==> src/rtl/chunked_body_decoder_defines.svh <==
// assertion helpers for the chunked body decoder
`ifndef CHUNKED_BODY_DECODER_DEFINES_SVH
`define CHUNKED_BODY_DECODER_DEFINES_SVH

`ifndef SYNTHESIS

// same-cycle implication, disabled while in reset
`define CBD_ASSERT_SAME(label, clk, rstn, ante, cons) \
    label: assert property (@(posedge clk) disable iff (!(rstn)) (ante) |-> (cons)) \
        else $error("cbd assertion failed");

// next-cycle implication, disabled while in reset
`define CBD_ASSERT_NEXT(label, clk, rstn, ante, cons) \
    label: assert property (@(posedge clk) disable iff (!(rstn)) (ante) |=> (cons)) \
        else $error("cbd assertion failed");

`else

`define CBD_ASSERT_SAME(label, clk, rstn, ante, cons)
`define CBD_ASSERT_NEXT(label, clk, rstn, ante, cons)

`endif

`endif

==> src/rtl/cbd_pkg.sv <==
`timescale 1ns / 1ps

package cbd_pkg;

    // decoder phases, one-hot
    typedef enum logic [6:0] {
        PH_SIZE    = 7'b0000001,
        PH_DATA    = 7'b0000010,
        PH_END_CR  = 7'b0000100,
        PH_END_LF  = 7'b0001000,
        PH_DONE    = 7'b0010000,
        PH_FMT_ERR = 7'b0100000,
        PH_BIG_ERR = 7'b1000000
    } cbd_phase_t;

    // result status codes
    localparam logic [1:0] ST_MORE     = 2'd0;
    localparam logic [1:0] ST_COMPLETE = 2'd1;
    localparam logic [1:0] ST_FORMAT   = 2'd2;
    localparam logic [1:0] ST_BIG      = 2'd3;

    // characters of interest
    localparam logic [7:0] CHAR_CR    = 8'h0d;
    localparam logic [7:0] CHAR_LF    = 8'h0a;
    localparam logic [7:0] CHAR_SPACE = 8'h20;
    localparam logic [7:0] CHAR_TAB   = 8'h09;

    localparam int CFG_WIDTH  = 32;
    localparam int BYTE_WIDTH = 8;

    // one result item
    typedef struct packed {
        logic [1:0] status;
        logic       payload_valid;
        logic [7:0] payload_byte;
    } cbd_result_t;

endpackage

==> src/rtl/cbd_core.sv <==
`timescale 1ns / 1ps

module cbd_core
    import cbd_pkg::*;
#(
    parameter int COUNT_WIDTH = 32
) (
    input  logic                  aclk,
    input  logic                  aresetn,
    input  logic                  cfg_wr_en,
    input  logic [CFG_WIDTH-1:0]  cfg_wr_data,
    input  logic                  step_en,
    input  logic [BYTE_WIDTH-1:0] step_byte,
    output cbd_result_t           step_result
);

    localparam int SUM_W = (COUNT_WIDTH >= CFG_WIDTH) ? COUNT_WIDTH + 1 : CFG_WIDTH + 1;

    // hex digit decode: bit 4 marks a digit, low bits give its value
    function automatic logic [4:0] hex_decode(input logic [7:0] c);
        logic [4:0] r;
        begin
            r = 5'd0;
            if (c >= 8'h30 && c <= 8'h39) begin
                r = {1'b1, 4'(c - 8'h30)};
            end else if (c >= 8'h61 && c <= 8'h66) begin
                r = {1'b1, 4'(c - 8'h57)};
            end else if (c >= 8'h41 && c <= 8'h46) begin
                r = {1'b1, 4'(c - 8'h37)};
            end
            return r;
        end
    endfunction

    logic [CFG_WIDTH-1:0]   max_size_reg;
    cbd_phase_t             phase_reg, phase_next;
    logic [COUNT_WIDTH-1:0] chunk_len_reg, chunk_len_next;
    logic [COUNT_WIDTH-1:0] done_cnt_reg, done_cnt_next;
    logic [COUNT_WIDTH-1:0] body_total_reg, body_total_next;
    logic                   seen_digit_reg, seen_digit_next;
    logic                   digits_ended_reg, digits_ended_next;
    logic                   prev_cr_reg, prev_cr_next;

    logic [4:0]             hex;
    logic [SUM_W-1:0]       total_sum;
    logic                   too_big;
    logic [COUNT_WIDTH-1:0] done_inc;

    assign hex       = hex_decode(step_byte);
    assign total_sum = SUM_W'(body_total_reg) + SUM_W'(chunk_len_reg);
    assign too_big   = total_sum > SUM_W'(max_size_reg);
    assign done_inc  = done_cnt_reg + COUNT_WIDTH'(1);

    // next state and result for one byte
    always_comb begin
        phase_next        = phase_reg;
        chunk_len_next    = chunk_len_reg;
        done_cnt_next     = done_cnt_reg;
        body_total_next   = body_total_reg;
        seen_digit_next   = seen_digit_reg;
        digits_ended_next = digits_ended_reg;
        prev_cr_next      = prev_cr_reg;
        step_result       = '{status: ST_MORE, payload_valid: 1'b0, payload_byte: 8'd0};

        case (phase_reg)
            PH_SIZE: begin
                if (step_byte == CHAR_LF && prev_cr_reg) begin
                    if (!seen_digit_reg) begin
                        phase_next         = PH_FMT_ERR;
                        step_result.status = ST_FORMAT;
                    end else if (too_big) begin
                        phase_next         = PH_BIG_ERR;
                        step_result.status = ST_BIG;
                    end else begin
                        done_cnt_next = '0;
                        phase_next    = (chunk_len_reg == '0) ? PH_END_CR : PH_DATA;
                    end
                end else if (step_byte == CHAR_CR) begin
                    prev_cr_next      = 1'b1;
                    digits_ended_next = 1'b1;
                end else begin
                    prev_cr_next = 1'b0;
                    if (digits_ended_reg) begin
                        // rest of the line is ignored
                    end else if (!seen_digit_reg &&
                                 (step_byte == CHAR_SPACE || step_byte == CHAR_TAB)) begin
                        // leading blank
                    end else if (!hex[4]) begin
                        digits_ended_next = 1'b1;
                    end else if (|chunk_len_reg[COUNT_WIDTH-1 -: 4]) begin
                        // another digit would overflow the length
                        phase_next         = PH_FMT_ERR;
                        step_result.status = ST_FORMAT;
                    end else begin
                        chunk_len_next  = {chunk_len_reg[COUNT_WIDTH-5:0], hex[3:0]};
                        seen_digit_next = 1'b1;
                    end
                end
            end
            PH_DATA: begin
                step_result.payload_byte  = step_byte;
                step_result.payload_valid = 1'b1;
                done_cnt_next             = done_inc;
                if (body_total_reg != '1) begin
                    body_total_next = body_total_reg + COUNT_WIDTH'(1);
                end
                if (done_inc >= chunk_len_reg) begin
                    phase_next = PH_END_CR;
                end
            end
            PH_END_CR: begin
                if (step_byte == CHAR_CR) begin
                    phase_next = PH_END_LF;
                end else begin
                    phase_next         = PH_FMT_ERR;
                    step_result.status = ST_FORMAT;
                end
            end
            PH_END_LF: begin
                if (step_byte != CHAR_LF) begin
                    phase_next         = PH_FMT_ERR;
                    step_result.status = ST_FORMAT;
                end else if (chunk_len_reg == '0) begin
                    phase_next         = PH_DONE;
                    step_result.status = ST_COMPLETE;
                end else begin
                    // start the next size line
                    phase_next        = PH_SIZE;
                    chunk_len_next    = '0;
                    done_cnt_next     = '0;
                    seen_digit_next   = 1'b0;
                    digits_ended_next = 1'b0;
                    prev_cr_next      = 1'b0;
                end
            end
            PH_DONE: begin
                step_result.status = ST_COMPLETE;
            end
            PH_BIG_ERR: begin
                step_result.status = ST_BIG;
            end
            default: begin
                phase_next         = PH_FMT_ERR;
                step_result.status = ST_FORMAT;
            end
        endcase
    end

    // limit register
    always_ff @(posedge aclk) begin
        if (!aresetn) begin
            max_size_reg <= '0;
        end else if (cfg_wr_en) begin
            max_size_reg <= cfg_wr_data;
        end
    end

    // decoder state, updated once per processed byte
    always_ff @(posedge aclk) begin
        if (!aresetn) begin
            phase_reg        <= PH_SIZE;
            chunk_len_reg    <= '0;
            done_cnt_reg     <= '0;
            body_total_reg   <= '0;
            seen_digit_reg   <= 1'b0;
            digits_ended_reg <= 1'b0;
            prev_cr_reg      <= 1'b0;
        end else if (step_en) begin
            phase_reg        <= phase_next;
            chunk_len_reg    <= chunk_len_next;
            done_cnt_reg     <= done_cnt_next;
            body_total_reg   <= body_total_next;
            seen_digit_reg   <= seen_digit_next;
            digits_ended_reg <= digits_ended_next;
            prev_cr_reg      <= prev_cr_next;
        end
    end

endmodule

==> src/rtl/chunked_body_decoder.sv <==
`timescale 1ns / 1ps

// Chunked body decoder: takes the raw bytes of an HTTP chunked body, one per request on
// s_axis, and gives one result per input byte on m_axis: the payload byte (zero when the
// byte is framing), a payload flag and a status (0 need more, 1 complete, 2 format error,
// 3 body too large). Errors and completion are sticky until reset. cfg_wr_en/cfg_wr_data
// set the largest total payload size; write it while the stream is idle. Throughput is one
// byte per clock unless m_axis_tready stalls the output; each byte passes the input register
// and then the result register, with all per-byte decode and counter update combinational
// between them: each byte depends on the state the previous byte leaves. No start-up sweep.

`include "chunked_body_decoder_defines.svh"

module chunked_body_decoder
    import cbd_pkg::*;
#(
    parameter int COUNT_WIDTH = 32
) (
    input  logic                 aclk,
    input  logic                 aresetn,
    input  logic                 cfg_wr_en,
    input  logic [CFG_WIDTH-1:0] cfg_wr_data,
    input  logic                 s_axis_tvalid,
    output logic                 s_axis_tready,
    input  logic [7:0]           s_axis_tdata,   // [7:0] data_byte
    output logic                 m_axis_tvalid,
    input  logic                 m_axis_tready,
    output logic [7:0]           m_axis_tdata,   // [7:0] payload_byte
    output logic [2:0]           m_axis_tuser    // [0] payload_valid, [2:1] status
);

    logic        in_valid_reg;
    logic [7:0]  in_byte_reg;
    logic        out_valid_reg;
    cbd_result_t out_result_reg;
    cbd_result_t core_result;
    logic        out_ready;
    logic        advance;

    // stage handshake
    assign out_ready     = !out_valid_reg || m_axis_tready;
    assign advance       = in_valid_reg && out_ready;
    assign s_axis_tready = !in_valid_reg || out_ready;

    // input register
    always_ff @(posedge aclk) begin
        if (!aresetn) begin
            in_valid_reg <= 1'b0;
        end else if (s_axis_tready) begin
            in_valid_reg <= s_axis_tvalid;
        end
    end

    always_ff @(posedge aclk) begin
        if (s_axis_tvalid && s_axis_tready) begin
            in_byte_reg <= s_axis_tdata;
        end
    end

    // decode step
    cbd_core #(
        .COUNT_WIDTH (COUNT_WIDTH)
    ) u_core (
        .aclk        (aclk),
        .aresetn     (aresetn),
        .cfg_wr_en   (cfg_wr_en),
        .cfg_wr_data (cfg_wr_data),
        .step_en     (advance),
        .step_byte   (in_byte_reg),
        .step_result (core_result)
    );

    // result register
    always_ff @(posedge aclk) begin
        if (!aresetn) begin
            out_valid_reg <= 1'b0;
        end else if (out_ready) begin
            out_valid_reg <= advance;
        end
    end

    always_ff @(posedge aclk) begin
        if (advance) begin
            out_result_reg <= core_result;
        end
    end

    assign m_axis_tvalid = out_valid_reg;
    assign m_axis_tdata  = out_result_reg.payload_byte;
    assign m_axis_tuser  = {out_result_reg.status, out_result_reg.payload_valid};

    // payload only while the body is still open
    `CBD_ASSERT_SAME(a_payload_status, aclk, aresetn, m_axis_tvalid && m_axis_tuser[0], m_axis_tuser[2:1] == ST_MORE)
    // framing bytes give a zero data field
    `CBD_ASSERT_SAME(a_framing_zero, aclk, aresetn, m_axis_tvalid && !m_axis_tuser[0], m_axis_tdata == 8'd0)
    // an empty result register never holds off the input side
    `CBD_ASSERT_SAME(a_ready_when_empty, aclk, aresetn, !m_axis_tvalid, s_axis_tready)
    // a held byte stays in the input register until it is processed
    `CBD_ASSERT_NEXT(a_stage_holds, aclk, aresetn, in_valid_reg && !advance, in_valid_reg)

endmodule

==> config.mk <==
export PLATFORM = sky130hd
export DESIGN_NAME = chunked_body_decoder
export DESIGN_NICKNAME = d
export VERILOG_FILES = /design/src/rtl/cbd_pkg.sv /design/src/rtl/cbd_core.sv /design/src/rtl/chunked_body_decoder.sv
export VERILOG_INCLUDE_DIRS = /design/src /design/src/rtl
export SDC_FILE = /design/constraint.sdc
export NUM_CORES = 1
export LEC_CHECK = 0
export BUFFER_PORTS_ARGS = -buffer_cell sky130_fd_sc_hd__clkbuf_2
export CORE_MARGIN = 2
export CORE_UTILIZATION = 40
export DETAILED_ROUTE_END_ITERATION = 16
export GPL_TIMING_DRIVEN = 1
export MAX_ROUTING_LAYER = met4
export PLACE_DENSITY = 0.6
export SKIP_LAST_GASP = 1
export SLEW_MARGIN = 15
export SYNTH_ARGS = -nofsm -noshare
export SYNTH_HDL_FRONTEND = slang
export SYNTH_SLANG_ARGS = --single-unit
==> constraint.sdc <==
create_clock -name aclk -period 6.4 [get_ports aclk]
set_input_delay 0.64 -clock aclk [delete_from_list [all_inputs] [get_ports aclk]]
set_output_delay 0.64 -clock aclk [all_outputs]
set_load 0.1 [all_outputs]
Yosys cells after proc, flatten, opt, wreduce, memory -nomap -nowiden. Index checks and enable logic that the tools add are counted.

$add $sub $neg: 6. Magnitude comparators: 8. Equality and inequality tests: 29. Muxes and demuxes: 61. Bitwise logic cells: 1. Reductions and logical operators: 23.

Operators by type and width (number): $mux W32 (11); $pmux W32 S3 (1); $mux W7 (10); $add A32 B1 Y32 const B (2); $pmux W32 S2 (1); $pmux W7 S5 (1); $add A32 B32 Y33 (1); $gt A33 B32 Y1 (1); $ge A32 B32 Y1 (1); $logic_not A32 Y1 (1); $ne A32 B32 Y1 const B (1); $eq A8 B4 Y1 const B (3); $mux W2 (10); $mux W5 (4); $ge A8 B7 Y1 const B (2); $le A8 B7 Y1 const B (2); $mux W1 (16); $ne A2 B2 Y1 const B (8); $pmux W2 S6 (1); $reduce_and A10 Y1 (1); $mux W9 (1); $eq A8 B6 Y1 const B (1); $ge A8 B6 Y1 const B (1); $le A8 B6 Y1 const B (1); 28 further kinds (46).

Register bits after elaboration: 159. Logic and storage cells: 142.

Longest topological paths before layout. Gate-level depths: netlist of the first run.

Depth after elaboration: 12. Mapped depth: 23. Mapped depth without buffers: 22.

Hierarchy. From an unflattened synthesis of the first run, not the netlist that was laid out.

Cell total of the unflattened synthesis: 1233. Area, all modules: 10545.1 um^2.

By module, submodules not included: cbd_core (instances 1, cells each 1205, area an instance 9870.7 um^2); chunked_body_decoder (instances 1, cells each 28, area an instance 674.4 um^2).

Worst setup path after synthesis of the first run. No wires, ideal clock.

Path type: flip-flop to flip-flop. Start point: reg u_core.body_total_reg[3]. End point: reg u_core.done_cnt_reg[0]. Setup time: 116 ps. Arrival time: 4845 ps. Path slack: 1439 ps. Stages on the path, launching flop included: 21. Period minus slack after synthesis: 4961 ps. Cells stage by stage: dfxtp_1 ha_1 a21o_1 a221oi_1 o21ai_1 a211oi_1 o21ai_0 a2111oi_2 o31a_1 or4_1 o2111ai_1 ha_1 nand4_1 nor2_1 and3_1 nand4_1 a221o_1 a31oi_1 o211ai_1 buf_2 a31o_2.

Word-level cells in the longest chain between the ends: 4.

Ends and longest elaborated chain: from (decl) (line cbd_core.sv:39) `logic [COUNT_WIDTH-1:0] body_total_reg, body_total_next;`; from (signal assigned) (line cbd_core.sv:172) `body_total_reg <= body_total_next;`; $add A32 B32 Y33 (line cbd_core.sv:50) `assign total_sum = SUM_W'(body_total_reg) + SUM_W'(chunk_len_reg);`; $gt A33 B32 Y1 (line cbd_core.sv:51) `assign too_big = total_sum > SUM_W'(max_size_reg);`; $ne A2 B2 Y1 (no line); $reduce_and A7 Y1 (no line); to (signal assigned) (line cbd_core.sv:171) `done_cnt_reg <= done_cnt_next;`; to (decl) (line cbd_core.sv:38) `logic [COUNT_WIDTH-1:0] done_cnt_reg, done_cnt_next;`.

No other way between the ends. A chain may end at the register's enable or synchronous reset.

Worst setup path in the final report of the first run.
Start point: reg u_core.body_total_reg[2]. End point: reg u_core.done_cnt_reg[20].

Same word-level chain as after synthesis.

==> out/qor.yml, run 1 <==
cp_data_required_time_ns: 6.72
synth_edf_count: 19
dpl.cell_count: 1612
worstPathMaxFanout: 24
crit_type: "flip-flop to flip-flop"
vias: 8925
critPathLaunchType: "flip-flop"
numPortBuffers: 57
clock_path_buffers: 2
worst_pin_slew_ns: 1.14
yosysSeqAreaShare_pct: 32.1
utilization_pct: 45.0
hold_viol: 0
diodes: 0
n_fill_cell: 2556
die-height_um: 166
hold_path_depth: 1
ys_seq_elements: 159
chipWidth_um: 166
ys_async_sr_fraction_pct: 0
synth_top_cells_by_area: "dfxtp_1, ha_1, edfxtp_1, nor2_1, mux2i_1"
ant_nets: 0
place_ws_ns: 0.634
fin_setup_tns_ns: 0
leakage_nw: 4.98
drcViolationCount: 0
rows: 59
fmax_mhz: 170
setup_viol: 0
avgViaCountPerCell: 5.43
syn_to_final_growth_pct: 10.9
place_congestion: 0.889
max-slew-margin-rel_pct: 24.3
period_needed_ns: 5.89
power_w: 0.00219
grt_usage_pct: 19.7
status: "finished, final reports clean"
reg2reg_depth: 21
cts_hold_buf: 0
skew_ns: 0.0212
clk_pin_slew_worst_paths_ns: 0.07
avgSynthCellArea_um2: 8.32
seq_area_mm2: 0.00337
clockRootBuffer: "clkbuf_16"
setup_ws_ns: 0.515
ys_types: 70
yosys.area.top_type: "dfxtp_1"
synth_cells: 1264
multi_input_area_mm2: 0.00658
grt_first_pass_wirelength_um: 43100
grt_max_degree: 104
cts_resized: 0
p_per_area_mw_per_mm2: 188
ys.flop_type: "dfxtp_1"
critPathArrivalTime_ns: 6.21
layout-drive-gt1-share_pct: 10.0
syn_area_mm2: 0.0105
drv_slew: 0
dpl.hpwl_um: 19300
hold_class: "input pin to flip-flop"
ir_worst_vdd_mv: 0.169
drt_first_pass_iters: 5
pin_count: 58
dr.first_iter.drc_count: 608
htree_levels: 4
initial_core_util_pct: 40.6
final_cells: 1644
die-area_mm2: 0.0276
cts_buffers: 17
syn-num-nets: 1412
core-area_mm2: 0.0259
cts_tree: "yes"
postCtsSetupRepairBufs: 0
grt_pass1_vias: 8513
clkSinkCount: 159
antenna_found_initial: 0
yosys_warnings: 0
synth_top_cell_area_share_pct: 26.7
rsz0062_at_grt: "false"
wl_per_cell_um: 15.9
wl_um: 26200
nNetsFinal: 1444
finalCritPeriodShare_pct: 92.0
clkLatencyLatePin_ns: 0.44
grt-ovfl-total: 0
drv_cap: 0
end_kind: "flip-flop"
final cells by class:
cell class | count | share of cell area, %
sequential | 159 | 28.9
clock buffer | 17 | 3.65
tap | 335 | 3.60
timing repair buffer | 65 | 2.96
inverter | 94 | 3.04
clock inverter | 15 | 1.36
multi-input combinational | 959 | 56.5
per-stage QoR:
step           hold WS, ns  area (µm²)
6_report             0.374       11700
5_1_grt              0.365       11700
4_1_cts              0.363       11700
3_5_place_dp         0.472       11100
3_3_place_gp         0.457       11100
2_1_floorplan        0.450       10500
cell usage in the layout (no fill, tap or decap), drive strengths merged, types with 8 or more instances in the layout:
cell type | Yosys | final
xor2 | 33 | 33
nand3 | 40 | 40
inv | 94 | 98
o21a | 12 | 12
dfxtp | 140 | 140
nor3 | 19 | 19
or3 | 9 | 9
mux2i | 49 | 49
buf | 7 | 8
o21ai | 45 | 45
xnor2 | 52 | 52
a22oi | 32 | 32
nand4 | 26 | 26
o21bai | 8 | 8
nand2 | 109 | 109
o221a | 9 | 9
and3 | 19 | 19
ha | 102 | 102
or2 | 8 | 8
clkbuf | 45 | 74
nor4 | 13 | 13
nand2b | 12 | 12
a21o | 28 | 28
a21oi | 62 | 62
edfxtp | 19 | 19
and2 | 16 | 16
nor2 | 154 | 154
where the power goes:
group	total (W)	internal, W	switching (W)
combinational	0.000123	0.0000405	0.0000828
sequential	0.00104	0.00103	0.0000123
clock	0.00103	0.000579	0.000451
logic make-up after synthesis:
group	share of synthesized area (%)
AND/OR/NAND/NOR	21.1
buffers and inverters	5.36
AO/OA/AOI/OAI	17.4
multiplexers	4.67
XOR/XNOR	7.08
adder cells (fa/ha/maj)	12.3
flip-flops	32.1
worst paths after layout:
| check | start | to | slack, ns |
|---|---|---|---|
| setup / recovery | u_core.body_total_reg[2] | u_core.done_cnt_reg[20] | 0.51 |
| hold / removal | s_axis_tdata[5] | in_byte_reg[5] | 0.37 |
| setup reg to reg | u_core.body_total_reg[2] | u_core.done_cnt_reg[20] | 0.51 |
| hold reg to reg | u_core.done_cnt_reg[1] | u_core.done_cnt_reg[1] | 0.48 |
critical path, cell delays in order, from the launching register on:
cell and delay (ns):
dfxtp_1 0.43, ha_1 0.31, and3_1 0.22, a221oi_1 0.52
o21ai_1 0.24, a211oi_1 0.50, o21ai_0 0.24, a2111oi_2 0.52
o31a_1 0.32, or4_1 0.14, o2111ai_1 0.11, ha_1 0.31
nand4_1 0.08, nor2_1 0.15, and3_1 0.22, nand4_1 0.13
a221o_1 0.32, a31oi_1 0.14, buf_4 0.17, o211ai_1 0.10
buf_4 0.27, o221a_2 0.32
Yosys cell counts (3+ instances only):
library cell and n:
a31oi_1 5, a211o_1 5, nand2b_1 12, o21a_1 12, a22oi_1 32, o211ai_1 5
nor4_1 12, and4_1 7, nor3_1 19, nor2_1 152, a221oi_1 4, o41ai_1 4
clkbuf_1 44, a21oi_1 62, xnor2_1 52, o22ai_1 3, nor2b_1 6, a21o_1 28
buf_2 5, and3_1 19, nand2_1 109, or3_1 8, dfxtp_1 140, a211oi_1 7
nand4_1 26, edfxtp_1 19, xor2_1 33, o2111ai_1 5, nand3_1 40, a31o_2 5
o31ai_1 6, or2_2 8, a41oi_1 7, ha_1 102, or4_1 6, o21ai_0 44
and2_1 16, a221o_1 3, inv_1 92, o221a_2 9, mux2i_1 49, o21bai_1 8
metal layers:
metal / GRT usage [%] / vias to the layer above / wire length (µm)
met3: 2.93 / 37 / 940
met2: 31.2 / 189 / 12000
met4: 5.33 / 0 / 412
met1: 26.2 / 4137 / 12800
met5: - / - / 0
li1: - / 4562 / -
No activity file was read; power rests on OpenSTA's default activity.
==> run 2: changes to the inputs <==
==> constraint.sdc (replaced) <==
create_clock -name aclk -period 6.8 [get_ports aclk]
set_input_delay 0.68 -clock aclk [delete_from_list [all_inputs] [get_ports aclk]]
set_output_delay 0.68 -clock aclk [all_outputs]
set_load 0.1 [all_outputs]
==> run 2 against run 1 <==
  * Clock skew down 0.0084 ns
  * Core utilization is 0.14 points higher
  * Non-clock buffer count fell by 2
  * Total power down 2.3%
  * Critical endpoint unchanged
  * Count of clock-buffer cells in the layout did not move
  * Design area rose by 0.32%
  * Global-route usage increased by 0.14 points
  * Clock power hardly changed
  * Fmax down 4.7%
==> out/qor.yml, run 2 (same netlist as run 1, synthesis figures left out) <==
end_kind: "flip-flop"  # unchanged
die-height_um: 166  # unchanged
clkSinkCount: 159  # unchanged
dr.first_iter.drc_count: 504  # was 608
crit_type: "flip-flop to flip-flop"  # unchanged
layout-drive-gt1-share_pct: 10.1  # was 10.0%
p_comb_share_pct: 5.4  # was 5.6%
final_common_cell: "nor2_1"  # unchanged
pwr-share-seq_pct: 45.7  # was 47.4%
initial_core_util_pct: 40.6  # unchanged
worst_pin_slew_ns: 1.11  # was 1.14 ns
holdPathEnd: "in_byte_reg[4]"  # was in_byte_reg[5]
swShare_pct: 24.1  # was 24.9%
grt_first_pass_wirelength_um: 43400  # was 43,100 µm
grt_usage_pct: 19.8  # was 19.7%
drcViolationCount: 0  # unchanged
core-area_mm2: 0.0259  # unchanged
setup_viol: 0  # unchanged
drv_slew: 0  # unchanged
antenna_found_initial: 0  # unchanged
max-slew-margin-rel_pct: 26.3  # was 24.3%
leakage_nw: 4.99  # was 4.98 nW
vias: 8969  # was 8,925
internal_power_w: 0.00162  # was 0.00165 W
grt_max_degree: 60  # was 104
rows: 59  # unchanged
pin_count: 58  # unchanged
cp_data_required_time_ns: 7.13  # was 6.72 ns
dpl.hpwl_um: 19600  # was 19,300 µm
fin_setup_tns_ns: 0  # unchanged
fmax_mhz: 162  # was 170 MHz
drt-met1-wl_um: 12700  # was 12,800 µm
final_cell_mix: "nor2_1, dfxtp_1, nand2_1"  # unchanged
wl_um: 26400  # was 26,200 µm
status: "finished, final reports clean"  # unchanged
n_fill_cell: 2541  # was 2,556
clockRootBuffer: "clkbuf_16"  # unchanged
nNetsFinal: 1442  # was 1,444
diodes: 0  # unchanged
hold_class: "input pin to flip-flop"  # unchanged
drt_first_pass_iters: 5  # unchanged
wl_per_cell_um: 16.1  # was 15.9 µm
reg2reg_depth: 20  # was 21
wl_met2_um: 12300  # was 12,000 µm
utilization_pct: 45.1  # was 45.0%
die-area_mm2: 0.0276  # unchanged
r2r_end: "u_core.done_cnt_reg[20]"  # unchanged
period_needed_ns: 6.18  # was 5.89 ns
hold_viol: 0  # unchanged
avgViaCountPerCell: 5.46  # was 5.43
grt-ovfl-total: 0  # unchanged
rsz0062_at_grt: "false"  # unchanged
ant_nets: 0  # unchanged
wl_met3_um: 1030  # was 940 µm
p_per_area_mw_per_mm2: 183  # was 188 mW/mm²
worstPathMaxFanout: 24  # unchanged
ir_worst_vdd_mv: 0.155  # was 0.169 mV
postCtsSetupRepairBufs: 0  # unchanged
drv_cap: 0  # unchanged
r2r_start: "u_core.chunk_len_reg[4]"  # was u_core.body_total_reg[2]
cts_resized: 0  # unchanged
critPathArrivalTime_ns: 6.51  # was 6.21 ns
cts_buffers: 17  # unchanged
grt_pass1_vias: 8483  # was 8,513
cts_tree: "yes"  # unchanged
reg2reg_slack_ns: 0.62  # was 0.51 ns
htree_levels: 4  # unchanged
clock_path_buffers: 2  # unchanged
topRoutingLayerUsed: "met4"  # unchanged
critPathLaunchType: "flip-flop"  # unchanged
skew_ns: 0.0128  # was 0.0212 ns
clkLatencyLatePin_ns: 0.44  # about the same
chipWidth_um: 166  # unchanged
place_congestion: 0.886  # was 0.889
clk_pin_slew_worst_paths_ns: 0.07  # about the same
cts_hold_buf: 0  # unchanged
syn_to_final_growth_pct: 11.3  # was 10.9%
pwr-share-clk_pct: 48.9  # was 47.0%
min_from: "s_axis_tdata[4]"  # was s_axis_tdata[5]
numPortBuffers: 57  # unchanged
p_sw_w: 0.000517  # was 0.000547 W
hold_path_depth: 1  # unchanged
finalCritPeriodShare_pct: 90.8  # was 92.0%
-- run 2: cell count changes in the layout (fill, tap and decap cells not counted), moves of 2 or more --
cell       change
inv_6          -2
clkinv_1       -2
bufinv_16      +2
buf_4          -2
-- run 2: power by group through the flow --
stage	Combinational, W	Clock (W)	Sequential, W
4_1_cts	0.000118	0.00107	0.000978
3_3_place_gp	0.000116	0	0.000999
3_5_place_dp	0.000117	0	0.00100
2_1_floorplan	0.0000632	0	0.00102
6_report	0.000117	0.00105	0.000978
5_1_grt	0.000131	0.00110	0.000980
-- run 2: metrics by stage --
| step | hold WS [ns] | worst slack [ns] | cell area (µm²) | instances | total power (W) |
|---|---|---|---|---|---|
| after floorplan | 0.450 | 1.84 | 10500 | 1264 | 0.00108 |
| after global placement | 0.458 | 0.839 | 11100 | 1610 | 0.00112 |
| after detailed placement | 0.469 | 0.716 | 11100 | 1610 | 0.00112 |
| after CTS | 0.404 | 0.661 | 11700 | 1642 | 0.00216 |
| after global routing | 0.399 | 0.285 | 11700 | 1642 | 0.00222 |
| final | 0.410 | 0.623 | 11700 | 1642 | 0.00214 |
-- run 2: critical path, cell delays in order, from the launching register on --
cell and delay [ns]:
dfxtp_1 0.42, ha_1 0.32, and3_1 0.21, a221oi_1 0.50, o21ai_1 0.24, a211oi_1 0.48, o21ai_0 0.26, a2111oi_2 0.54
o31a_1 0.32, or4_1 0.14, o2111ai_1 0.11, ha_1 0.32, nand4_1 0.08, nor2_1 0.13, and3_1 0.21, nand4_1 0.13
a221o_1 0.32, a31oi_1 0.54, o211ai_1 0.19, buf_4 0.28, o221a_2 0.32
-- run 2: final cells by class --
type                    count  area, µm²  share of cell area [%]
clock inverters            15        209                    1.79
inverters                  94        354                    3.03
well taps                 335        419                    3.58
flip-flops and latches    159       3370                    28.8
multi-input cells         959       6580                    56.3
clock buffers              17        425                    3.64
repair buffers             63        330                    2.82
-- run 2: layer usage --
layer | vias up | GRT usage, %
met3 | 29 | 3.29
met2 | 169 | 31.8
met4 | 0 | 4.65
li1 | 4566 | -
met5 | - | -
met1 | 4205 | 26.2
-- run 2: worst max-delay path by stage --
stage	start	to	slack, ns	depth (start not counted)
finish	u_core.chunk_len_reg[4]	u_core.done_cnt_reg[20]	0.62	20
global route	u_core.body_total_reg[2]	u_core.done_cnt_reg[20]	0.29	19
CTS	u_core.body_total_reg[2]	u_core.done_cnt_reg[20]	0.66	20
detailed placement	u_core.chunk_len_reg[4]	u_core.done_cnt_reg[20]	0.72	20
global placement	u_core.body_total_reg[3]	u_core.done_cnt_reg[18]	0.84	20
floorplan	u_core.body_total_reg[3]	u_core.done_cnt_reg[0]	1.84	20
